[src/design/fsc_pkg.sv]
`timescale 1ns / 1ps

package fsc_pkg;

    // Default converter width
    localparam int SAMPLE_BITS_DEF = 12;

    // Fixed field widths
    localparam int CAL_W      = 10;
    localparam int WEIGHT_W   = 16;
    localparam int TICK_W     = 16;
    localparam int GRAM_W     = 15;
    localparam int CFG_IDX_W  = 3;
    localparam int CFG_DATA_W = 16;

    // Result packing: led, relay, mode(3), weight(16), cal_error -> 22 bits, padded to bytes
    localparam int OUT_BITS = 1 + 1 + 3 + WEIGHT_W + 1;
    localparam int OUT_W    = ((OUT_BITS + 7) / 8) * 8;

    // Register indexes
    localparam logic [CFG_IDX_W-1:0] CFG_LONG_PRESS      = 3'd0;
    localparam logic [CFG_IDX_W-1:0] CFG_RELEASE_TIMEOUT = 3'd1;
    localparam logic [CFG_IDX_W-1:0] CFG_FILL_TARGET     = 3'd2;
    localparam logic [CFG_IDX_W-1:0] CFG_RELEASE_LEVEL   = 3'd3;
    localparam logic [CFG_IDX_W-1:0] CFG_CAL_WEIGHT      = 3'd4;

    // Register reset values
    localparam logic [TICK_W-1:0] LONG_PRESS_RESET      = 16'd400;
    localparam logic [TICK_W-1:0] RELEASE_TIMEOUT_RESET = 16'd400;
    localparam logic [GRAM_W-1:0] FILL_TARGET_RESET     = 15'd100;
    localparam logic [GRAM_W-1:0] RELEASE_LEVEL_RESET   = 15'd50;
    localparam logic [CAL_W-1:0]  CAL_WEIGHT_RESET      = 10'd200;

    // Calibration points after reset
    localparam int ZERO_CODE_RESET = 1241;
    localparam int FULL_CODE_RESET = 2482;

    // Saturation bounds
    localparam logic signed [WEIGHT_W-1:0] WEIGHT_MAX = 16'sh7FFF;
    localparam logic signed [WEIGHT_W-1:0] WEIGHT_MIN = 16'sh8000;

    // Thresholds handed to the mode controller
    typedef struct packed {
        logic [TICK_W-1:0] long_press;
        logic [TICK_W-1:0] release_timeout;
        logic [GRAM_W-1:0] fill_target;
        logic [GRAM_W-1:0] release_level;
    } ctrl_cfg_t;

endpackage

[src/design/filling_scale_controller_top.sv]
`timescale 1ns / 1ps

// Each tick passes the MUL, START, DIV, UPDATE and OUT states; the result then waits in a register.
// The input is not ready while a tick is in work; a new tick is taken once the last has left SEQ_OUT.
// The bit-serial divider (SAMPLE_BITS + 10 steps, one quotient bit per cycle) takes most of that work.
// A finished result waits in the output register without holding off the next tick.
// Reset (aresetn low, synchronous) clears the channels and restores registers and calibration.
module filling_scale_controller_top
    import fsc_pkg::*;
#(
    parameter int SAMPLE_BITS = SAMPLE_BITS_DEF
) (
    input  logic                                   aclk,
    input  logic                                   aresetn,
    // tdata: [0] button, [SAMPLE_BITS:1] sample, zero fill above
    input  logic [((SAMPLE_BITS + 8) / 8) * 8-1:0] s_tdata,
    input  logic                                   s_tvalid,
    output logic                                   s_tready,
    // tdata: [0] led, [1] relay, [4:2] mode, [20:5] weight_grams, [21] cal_error, zero fill above
    output logic [OUT_W-1:0]                       m_tdata,
    output logic                                   m_tvalid,
    input  logic                                   m_tready,
    input  logic                                   cfg_valid,
    output logic                                   cfg_ready,
    input  logic [CFG_IDX_W-1:0]                   cfg_addr,
    input  logic [CFG_DATA_W-1:0]                  cfg_wdata
);

    localparam int NUM_W  = SAMPLE_BITS + CAL_W;
    localparam int PROD_W = SAMPLE_BITS + CAL_W + 2;

    typedef enum logic [2:0] {
        SEQ_IDLE,
        SEQ_MUL,
        SEQ_START,
        SEQ_DIV,
        SEQ_UPDATE,
        SEQ_OUT
    } seq_t;

    seq_t                         seq_reg;
    logic                         m_tvalid_reg;
    logic [OUT_W-1:0]             m_tdata_reg;

    // Configuration registers
    ctrl_cfg_t                    cfg_reg;
    logic [CAL_W-1:0]             cal_weight_reg;

    // Tick payload and arithmetic registers
    logic                         button_reg;
    logic [SAMPLE_BITS-1:0]       sample_reg;
    logic signed [PROD_W-1:0]     prod_reg;
    logic signed [SAMPLE_BITS:0]  span_reg;
    logic                         err_reg;
    logic signed [WEIGHT_W-1:0]   weight_reg;

    logic signed [SAMPLE_BITS:0]  diff_next;
    logic signed [SAMPLE_BITS:0]  span_next;
    logic signed [PROD_W-1:0]     prod_next;
    logic signed [PROD_W-1:0]     prod_neg;
    logic signed [SAMPLE_BITS:0]  span_neg;
    logic [NUM_W-1:0]             num_mag;
    logic [SAMPLE_BITS-1:0]       span_mag;
    logic                         quo_neg;
    logic signed [WEIGHT_W-1:0]   weight_next;
    logic                         out_load;

    logic                         div_start;
    logic [NUM_W-1:0]             div_quo;
    logic                         div_done;

    logic [SAMPLE_BITS-1:0]       zero_code;
    logic [SAMPLE_BITS-1:0]       full_code;
    logic                         led;
    logic                         relay;
    logic [2:0]                   mode;

    // Configuration writes, always accepted
    assign cfg_ready = 1'b1;

    always_ff @(posedge aclk) begin
        if (!aresetn) begin
            cfg_reg.long_press      <= LONG_PRESS_RESET;
            cfg_reg.release_timeout <= RELEASE_TIMEOUT_RESET;
            cfg_reg.fill_target     <= FILL_TARGET_RESET;
            cfg_reg.release_level   <= RELEASE_LEVEL_RESET;
            cal_weight_reg          <= CAL_WEIGHT_RESET;
        end else if (cfg_valid) begin
            unique case (cfg_addr)
                CFG_LONG_PRESS:      cfg_reg.long_press      <= cfg_wdata;
                CFG_RELEASE_TIMEOUT: cfg_reg.release_timeout <= cfg_wdata;
                CFG_FILL_TARGET:     cfg_reg.fill_target     <= cfg_wdata[GRAM_W-1:0];
                CFG_RELEASE_LEVEL:   cfg_reg.release_level   <= cfg_wdata[GRAM_W-1:0];
                CFG_CAL_WEIGHT:      cal_weight_reg          <= cfg_wdata[CAL_W-1:0];
                default: ;
            endcase
        end
    end

    // Offset from zero point, span and scaled numerator
    assign diff_next = $signed({1'b0, sample_reg}) - $signed({1'b0, zero_code});
    assign span_next = $signed({1'b0, full_code}) - $signed({1'b0, zero_code});
    assign prod_next = $signed({1'b0, cal_weight_reg}) * diff_next;

    // Magnitudes into the divider, sign handled outside
    assign prod_neg  = -prod_reg;
    assign span_neg  = -span_reg;
    assign num_mag   = prod_reg[PROD_W-1] ? prod_neg[NUM_W-1:0] : prod_reg[NUM_W-1:0];
    assign span_mag  = span_reg[SAMPLE_BITS] ? span_neg[SAMPLE_BITS-1:0]
                                             : span_reg[SAMPLE_BITS-1:0];
    assign quo_neg   = prod_reg[PROD_W-1] ^ span_reg[SAMPLE_BITS];
    assign div_start = (seq_reg == SEQ_START);

    fsc_div #(
        .NUM_W (NUM_W),
        .DEN_W (SAMPLE_BITS)
    ) u_div (
        .aclk     (aclk),
        .aresetn  (aresetn),
        .start    (div_start),
        .dividend (num_mag),
        .divisor  (span_mag),
        .quotient (div_quo),
        .done     (div_done)
    );

    // Apply sign and saturate to 16 bits; zero span reads as 0
    always_comb begin
        if (err_reg) begin
            weight_next = '0;
        end else if (quo_neg) begin
            weight_next = (div_quo > NUM_W'(32768)) ? WEIGHT_MIN
                                                    : -$signed(div_quo[WEIGHT_W-1:0]);
        end else begin
            weight_next = (div_quo > NUM_W'(32767)) ? WEIGHT_MAX
                                                    : $signed(div_quo[WEIGHT_W-1:0]);
        end
    end

    fsc_ctrl #(
        .SAMPLE_BITS (SAMPLE_BITS)
    ) u_ctrl (
        .aclk      (aclk),
        .aresetn   (aresetn),
        .update    (seq_reg == SEQ_UPDATE),
        .button    (button_reg),
        .sample    (sample_reg),
        .weight    (weight_reg),
        .cfg       (cfg_reg),
        .zero_code (zero_code),
        .full_code (full_code),
        .led       (led),
        .relay     (relay),
        .mode      (mode)
    );

    // Result loads when the output register is free or being emptied
    assign out_load = (seq_reg == SEQ_OUT) && (!m_tvalid_reg || m_tready);

    // Tick sequencer and output register
    always_ff @(posedge aclk) begin
        if (!aresetn) begin
            seq_reg      <= SEQ_IDLE;
            m_tvalid_reg <= 1'b0;
        end else begin
            if (out_load) begin
                m_tvalid_reg <= 1'b1;
            end else if (m_tvalid_reg && m_tready) begin
                m_tvalid_reg <= 1'b0;
            end
            unique case (seq_reg)
                SEQ_IDLE: begin
                    if (s_tvalid) begin
                        button_reg <= s_tdata[0];
                        sample_reg <= s_tdata[SAMPLE_BITS:1];
                        seq_reg    <= SEQ_MUL;
                    end
                end
                SEQ_MUL: begin
                    prod_reg <= prod_next;
                    span_reg <= span_next;
                    err_reg  <= (span_next == '0);
                    seq_reg  <= SEQ_START;
                end
                SEQ_START: begin
                    seq_reg <= SEQ_DIV;
                end
                SEQ_DIV: begin
                    if (div_done) begin
                        weight_reg <= weight_next;
                        seq_reg    <= SEQ_UPDATE;
                    end
                end
                SEQ_UPDATE: begin
                    seq_reg <= SEQ_OUT;
                end
                SEQ_OUT: begin
                    if (out_load) begin
                        m_tdata_reg  <= OUT_W'({err_reg, weight_reg, mode, relay, led});
                        seq_reg      <= SEQ_IDLE;
                    end
                end
                default: begin
                    seq_reg <= SEQ_IDLE;
                end
            endcase
        end
    end

    assign s_tready = (seq_reg == SEQ_IDLE);
    assign m_tvalid = m_tvalid_reg;
    assign m_tdata  = m_tdata_reg;

    // One tick at a time: the input closes right after a transfer
    assert property (@(posedge aclk) disable iff (!aresetn)
        (s_tvalid && s_tready) |=> !s_tready)
        else $error("input ready while a tick is in work");

    // Lamp and relay are never driven together
    assert property (@(posedge aclk) disable iff (!aresetn)
        !(led && relay))
        else $error("led and relay both on");

    // A zero span always reports zero weight
    assert property (@(posedge aclk) disable iff (!aresetn)
        (m_tvalid && m_tdata[21]) |-> (m_tdata[20:5] == 16'd0))
        else $error("cal_error with nonzero weight");

endmodule

[src/design/fsc_div.sv]
`timescale 1ns / 1ps

// Restoring divider, one quotient bit per cycle
module fsc_div #(
    parameter int NUM_W = 22,
    parameter int DEN_W = 12
) (
    input  logic             aclk,
    input  logic             aresetn,
    input  logic             start,
    input  logic [NUM_W-1:0] dividend,
    input  logic [DEN_W-1:0] divisor,
    output logic [NUM_W-1:0] quotient,
    output logic             done
);

    localparam int CNT_W = $clog2(NUM_W + 1);

    logic [NUM_W-1:0] quo_reg;
    logic [DEN_W-1:0] rem_reg;
    logic [DEN_W-1:0] den_reg;
    logic [CNT_W-1:0] cnt_reg;
    logic             done_reg;

    logic [DEN_W:0]   trial;
    logic [DEN_W:0]   trial_sub;
    logic             fits;

    // Trial subtract of the shifted partial remainder
    assign trial     = {rem_reg, quo_reg[NUM_W-1]};
    assign fits      = (trial >= {1'b0, den_reg});
    assign trial_sub = trial - {1'b0, den_reg};

    always_ff @(posedge aclk) begin
        if (!aresetn) begin
            cnt_reg  <= '0;
            done_reg <= 1'b0;
        end else begin
            // Pulse on the last quotient step
            done_reg <= !start && (cnt_reg == CNT_W'(1));
            if (start) begin
                quo_reg <= dividend;
                rem_reg <= '0;
                den_reg <= divisor;
                cnt_reg <= CNT_W'(NUM_W);
            end else if (cnt_reg != '0) begin
                rem_reg <= fits ? trial_sub[DEN_W-1:0] : trial[DEN_W-1:0];
                quo_reg <= {quo_reg[NUM_W-2:0], fits};
                cnt_reg <= cnt_reg - 1'b1;
            end
        end
    end

    assign quotient = quo_reg;
    assign done     = done_reg;

endmodule

[src/design/fsc_ctrl.sv]
`timescale 1ns / 1ps

// Filling / calibration mode machine, advanced once per tick
module fsc_ctrl
    import fsc_pkg::*;
#(
    parameter int SAMPLE_BITS = SAMPLE_BITS_DEF
) (
    input  logic                       aclk,
    input  logic                       aresetn,
    input  logic                       update,
    input  logic                       button,
    input  logic [SAMPLE_BITS-1:0]     sample,
    input  logic signed [WEIGHT_W-1:0] weight,
    input  ctrl_cfg_t                  cfg,
    output logic [SAMPLE_BITS-1:0]     zero_code,
    output logic [SAMPLE_BITS-1:0]     full_code,
    output logic                       led,
    output logic                       relay,
    output logic [2:0]                 mode
);

    typedef enum logic [2:0] {
        MODE_IDLE      = 3'd0,
        MODE_PRESSED   = 3'd1,
        MODE_FILLING   = 3'd2,
        MODE_RELEASING = 3'd3,
        MODE_ZERO_WAIT = 3'd4,
        MODE_ZERO_HELD = 3'd5,
        MODE_FULL_WAIT = 3'd6,
        MODE_FULL_HELD = 3'd7
    } mode_t;

    localparam logic [SAMPLE_BITS-1:0] ZERO_INIT = SAMPLE_BITS'(ZERO_CODE_RESET);
    localparam logic [SAMPLE_BITS-1:0] FULL_INIT = SAMPLE_BITS'(FULL_CODE_RESET);

    mode_t                   mode_reg;
    logic [TICK_W-1:0]       tick_count_reg;
    logic [SAMPLE_BITS-1:0]  zero_code_reg;
    logic [SAMPLE_BITS-1:0]  full_code_reg;
    logic                    led_reg;
    logic                    relay_reg;

    logic [TICK_W-1:0]       tick_inc;
    logic                    reached_target;
    logic                    drop_relay;

    // Saturating tick counter and threshold compares
    assign tick_inc       = (tick_count_reg != '1) ? tick_count_reg + 1'b1 : tick_count_reg;
    assign reached_target = (weight >= $signed({1'b0, cfg.fill_target}));
    assign drop_relay     = (weight <= $signed({1'b0, cfg.release_level}))
                         || (tick_count_reg >= cfg.release_timeout);

    always_ff @(posedge aclk) begin
        if (!aresetn) begin
            mode_reg       <= MODE_IDLE;
            tick_count_reg <= '0;
            zero_code_reg  <= ZERO_INIT;
            full_code_reg  <= FULL_INIT;
            led_reg        <= 1'b0;
            relay_reg      <= 1'b0;
        end else if (update) begin
            unique case (mode_reg)
                MODE_IDLE: begin
                    if (button) begin
                        mode_reg       <= MODE_PRESSED;
                        tick_count_reg <= '0;
                    end
                end
                MODE_PRESSED: begin
                    if (!button) begin
                        if (tick_count_reg < cfg.long_press) begin
                            mode_reg <= MODE_FILLING;
                            led_reg  <= 1'b1;
                        end else begin
                            mode_reg <= MODE_ZERO_WAIT;
                        end
                    end else begin
                        tick_count_reg <= tick_inc;
                    end
                end
                MODE_FILLING: begin
                    // Lamp stays on until the target is reached
                    led_reg <= !reached_target;
                    if (reached_target) begin
                        mode_reg       <= MODE_RELEASING;
                        relay_reg      <= 1'b1;
                        tick_count_reg <= '0;
                    end
                end
                MODE_RELEASING: begin
                    if (drop_relay) begin
                        relay_reg <= 1'b0;
                        mode_reg  <= MODE_IDLE;
                    end else begin
                        tick_count_reg <= tick_inc;
                    end
                end
                MODE_ZERO_WAIT: begin
                    if (button) begin
                        mode_reg      <= MODE_ZERO_HELD;
                        zero_code_reg <= sample;
                    end
                end
                MODE_ZERO_HELD: begin
                    if (!button) begin
                        mode_reg <= MODE_FULL_WAIT;
                    end
                end
                MODE_FULL_WAIT: begin
                    if (button) begin
                        mode_reg      <= MODE_FULL_HELD;
                        full_code_reg <= sample;
                    end
                end
                MODE_FULL_HELD: begin
                    if (!button) begin
                        mode_reg <= MODE_IDLE;
                    end
                end
                default: begin
                    mode_reg <= MODE_IDLE;
                end
            endcase
        end
    end

    assign zero_code = zero_code_reg;
    assign full_code = full_code_reg;
    assign led       = led_reg;
    assign relay     = relay_reg;
    assign mode      = mode_reg;

endmodule

[config.mk]
export PLATFORM = sky130hd
export DESIGN_NAME = filling_scale_controller_top
export DESIGN_NICKNAME = d
export VERILOG_FILES = /design/src/design/fsc_pkg.sv /design/src/design/filling_scale_controller_top.sv /design/src/design/fsc_div.sv /design/src/design/fsc_ctrl.sv
export SDC_FILE = /design/constraint.sdc
export NUM_CORES = 1
export LEC_CHECK = 0
export BUFFER_PORTS_ARGS = -buffer_cell sky130_fd_sc_hd__buf_2
export CAP_MARGIN = 10
export CORE_MARGIN = 2
export CORE_UTILIZATION = 55
export CTS_CLUSTER_DIAMETER = 30
export DETAILED_ROUTE_END_ITERATION = 6
export PLACE_DENSITY_LB_ADDON = 0.15
export SETUP_SLACK_MARGIN = 0.4
export SLEW_MARGIN = 20
export SYNTH_ARGS = -nofsm -noshare
export SYNTH_HDL_FRONTEND = slang
export SYNTH_SLANG_ARGS = --single-unit
[constraint.sdc]
create_clock -name aclk -period 17.7 [get_ports aclk]
set_input_delay 3.54 -clock aclk [delete_from_list [all_inputs] [get_ports aclk]]
set_output_delay 3.54 -clock aclk [all_outputs]
set_load 0.01 [all_outputs]
==> impl_metrics.toml <==
[pwr]
power.share.combinational_pct = 29.2
power_frac_clock_pct = 42.0
leakagePower_nw = 9.400
p_sw_share_pct = 31.96
p_sw_uw = 886.4
power.internal_mw = 1.887
cellPowerDensity_mw_per_mm2 = 125.1
ir_drop_uv = 88.94
pwr-share-seq_pct = 28.9

[clock_tree]
clock_latency_ps = 620
htree_num_levels = 2
cts_setup_buffers = 0
numCtsBuffers = 59
cts-root-buf = "clkbuf_16"
clock_path_buffers = 3
cts.sink_count = 261
holdBufCountCts = 0
clkTransAtPathRegs_ps = 50
cts_resized = 0
tritoncts = "done"

[yosys]
ys_dominant_reg_cell = "edfxtp_1"
ys_seq_elements = 261
async_flop_share_pct = 0
yosysTopAreaCell = "edfxtp_1"
synth_top_area_share_pct = 20.91
synth.avg_cell_area_sq_um = 9.305
ys_warn_count = 0
ys_seq_area_share_pct = 34.12
synth_cells = 2068
synthTopCellsByArea = "edfxtp_1, dfxtp_1, fa_1"
yosys.cell_types.count = 80
synth_edf_count = 134
synthesis.area_sq_mm = 0.01924

[routing]
wl_um = 43190
num_vias = 14643
viasPerCell = 5.547
first_pass_iters = 5
wire_per_inst_um = 16.36
drc = 0
first_iter_violations = 881
ant_nets = 0

[worst_setup_path]
cp-end-kind = "flip-flop"
cp_common_cell = "fa_1"
cpPeakStageDelay_ps = 540
r2r_slack_ps = 9460
path_delay_family = "adder cells"
worstPathArrival_ps = 8540
worst_ep_required_time_ps = 18000
start_kind = "flip-flop"
crit_cells = 29
r2r_end = "prod_reg[23]"
worstSetupPathType = "flip-flop to flip-flop"
path_max_fanout = 10
crit_slowest_cell = "fa_1"
crit_buf_inv = 5
timing.rr.start = "sample_reg[0]"
reg2reg_depth = 29

[grt]
antenna_found_initial = 1
grt_pass1_wl_um = 71050
grt_overflow = 0
grt_start_max_net_pins = 93
grt_pass1_vias = 14449
grt_use_total_pct = 24.31

[timing]
fin_ws_ps = 9455
timing.final.crit_period_ps = 8245
slew_headroom_pct = 27.09
min_period_over_period_pct = 46.58
timing.final.hold_violations = 0
setup_tns_ps = 0
rsz0062_at_grt = "false"
setup_viol = 0
clock_skew_ps = 60.56
max_slew.worst_pin.slew_ps = 1086
fmaxAchievable_mhz = 121.3
holdWs_ps = 443.9
slew_violations = 0

[die]
rows = 68
dieArea_sq_mm = 0.03650
die_w_um = 191.1
ios = 67
core_area_sq_mm = 0.03446
dieHeight_um = 191.1
start_util_pct = 55.85

[layout]
largest_reg_flops = 62
syn_to_final_growth_pct = 15.22
fillers = 2841
nets = 2456
final_layout_size_suffix_gt1_share_pct = 9.844

[min_path]
hold_start = "weight_reg[0]"
hold_path_class = "flip-flop to flip-flop"
min_path_cells = 0
hold_end = "m_tdata[5]"

[placement]
place_hpwl_um = 31890
io_buffers = 60
gp_congestion = 0.8476
pre_cts_ws_ps = 9304

[outcome]
status = "complete, no violations"

[flow_run]
maxCapViolCount = 0
[worst max path at each step]
stage	end	from	slack (ps)
final	prod_reg[23]	sample_reg[0]	9460
after global routing	prod_reg[23]	sample_reg[0]	8860
after CTS	prod_reg[23]	sample_reg[0]	9250
after detailed placement	prod_reg[23]	sample_reg[0]	9300
after global placement	prod_reg[23]	sample_reg[0]	9470
after floorplan	prod_reg[20]	sample_reg[0]	10180
[logic make-up after synthesis]
kind of cell    Yosys count  synth area share (%)
simple gates            682                 16.89
buf+inv                 352                 7.003
mux                      37                 1.951
other cells               2               0.03903
flops                   261                 34.12
compound gates          369                 13.05
xor+xnor                 83                 3.778
fa+ha+maj               282                 23.17
[power by group through the flow]
stage,logic (mW),registers (mW),clock network [mW]
after floorplan,0.646,0.791,0
after global placement,0.788,0.807,0
after detailed placement,0.810,0.810,0
after CTS,0.815,0.800,1.18
after global routing,0.929,0.808,1.21
final,0.809,0.801,1.16
[area by class of cell]
class,count,area [sq um],area share (%)
Tap cell,455,569.3,2.568
Sequential cell,261,6566,29.61
Multi-Input combinational cell,1456,11390,51.37
Clock inverter,49,664.4,2.996
Inverter,283,1062,4.791
Timing Repair Buffer,73,420.4,1.896
Clock buffer,62,1498,6.755
Antenna cell,1,2.502,0.01129
[through the flow]
stage | power [mW] | util [%] | instances | instance area, sq um
6_report | 2.774 | 64.35 | 2640 | 22170
5_1_grt | 2.949 | 64.35 | 2640 | 22170
4_1_cts | 2.795 | 64.17 | 2638 | 22110
3_5_place_dp | 1.620 | 57.90 | 2527 | 19950
3_3_place_gp | 1.595 | 57.90 | 2527 | 19950
2_1_floorplan | 1.437 | - | 2069 | 19250
[metal layers]
metal  wire [um]  vias up  share of wire, %  global-route usage, %
met3        2127       72               4.9                  4.296
met5           0        -                 0                      0
met1       18640     7053                43                  30.78
met2       21100      376                49                  41.49
met4        1317        0               3.0                  9.349
li1            -     7142                 -                      -
[worst reg2reg max path, delay by kind of cell, from the launching register on]
family | cells | cell delay [ps]
AO/OA/AOI/OAI | 12 | 2870
AND/OR/NAND/NOR | 2 | 270
flip-flops | 1 | 380
buffers and inverters | 5 | 270
adder cells (fa/ha/maj) | 8 | 3540
XOR/XNOR | 2 | 620
[cells in the final DEF, fill, tap and decap left out, types with 22 or more instances in the layout]
cell type and n:
nand2_1 315, inv_1 282, ha_1 158, edfxtp_1 134
dfxtp_1 127, fa_1 124, nor2_1 92, o21ai_0 76
a21boi_0 66, and2_1 60, clkbuf_16 59, buf_2 59
xnor2_1 55, a21oi_1 51, nand3_1 36, nor2b_1 35
mux2i_1 33, nor3_1 32, xor2_1 26, o211ai_1 26
o31ai_1 23, nand2b_1 22
[cells in the mapped netlist (all sizes together), types with 57 or more instances]
| cell type | instances |
|---|---|
| a21boi | 67 |
| and2 | 60 |
| clkbuf | 59 |
| dfxtp | 127 |
| edfxtp | 134 |
| fa | 124 |
| ha | 158 |
| inv | 283 |
| nand2 | 315 |
| nor2 | 94 |
| o21ai | 83 |
| xnor2 | 57 |
No activity file was read; power rests on OpenSTA's default activity.
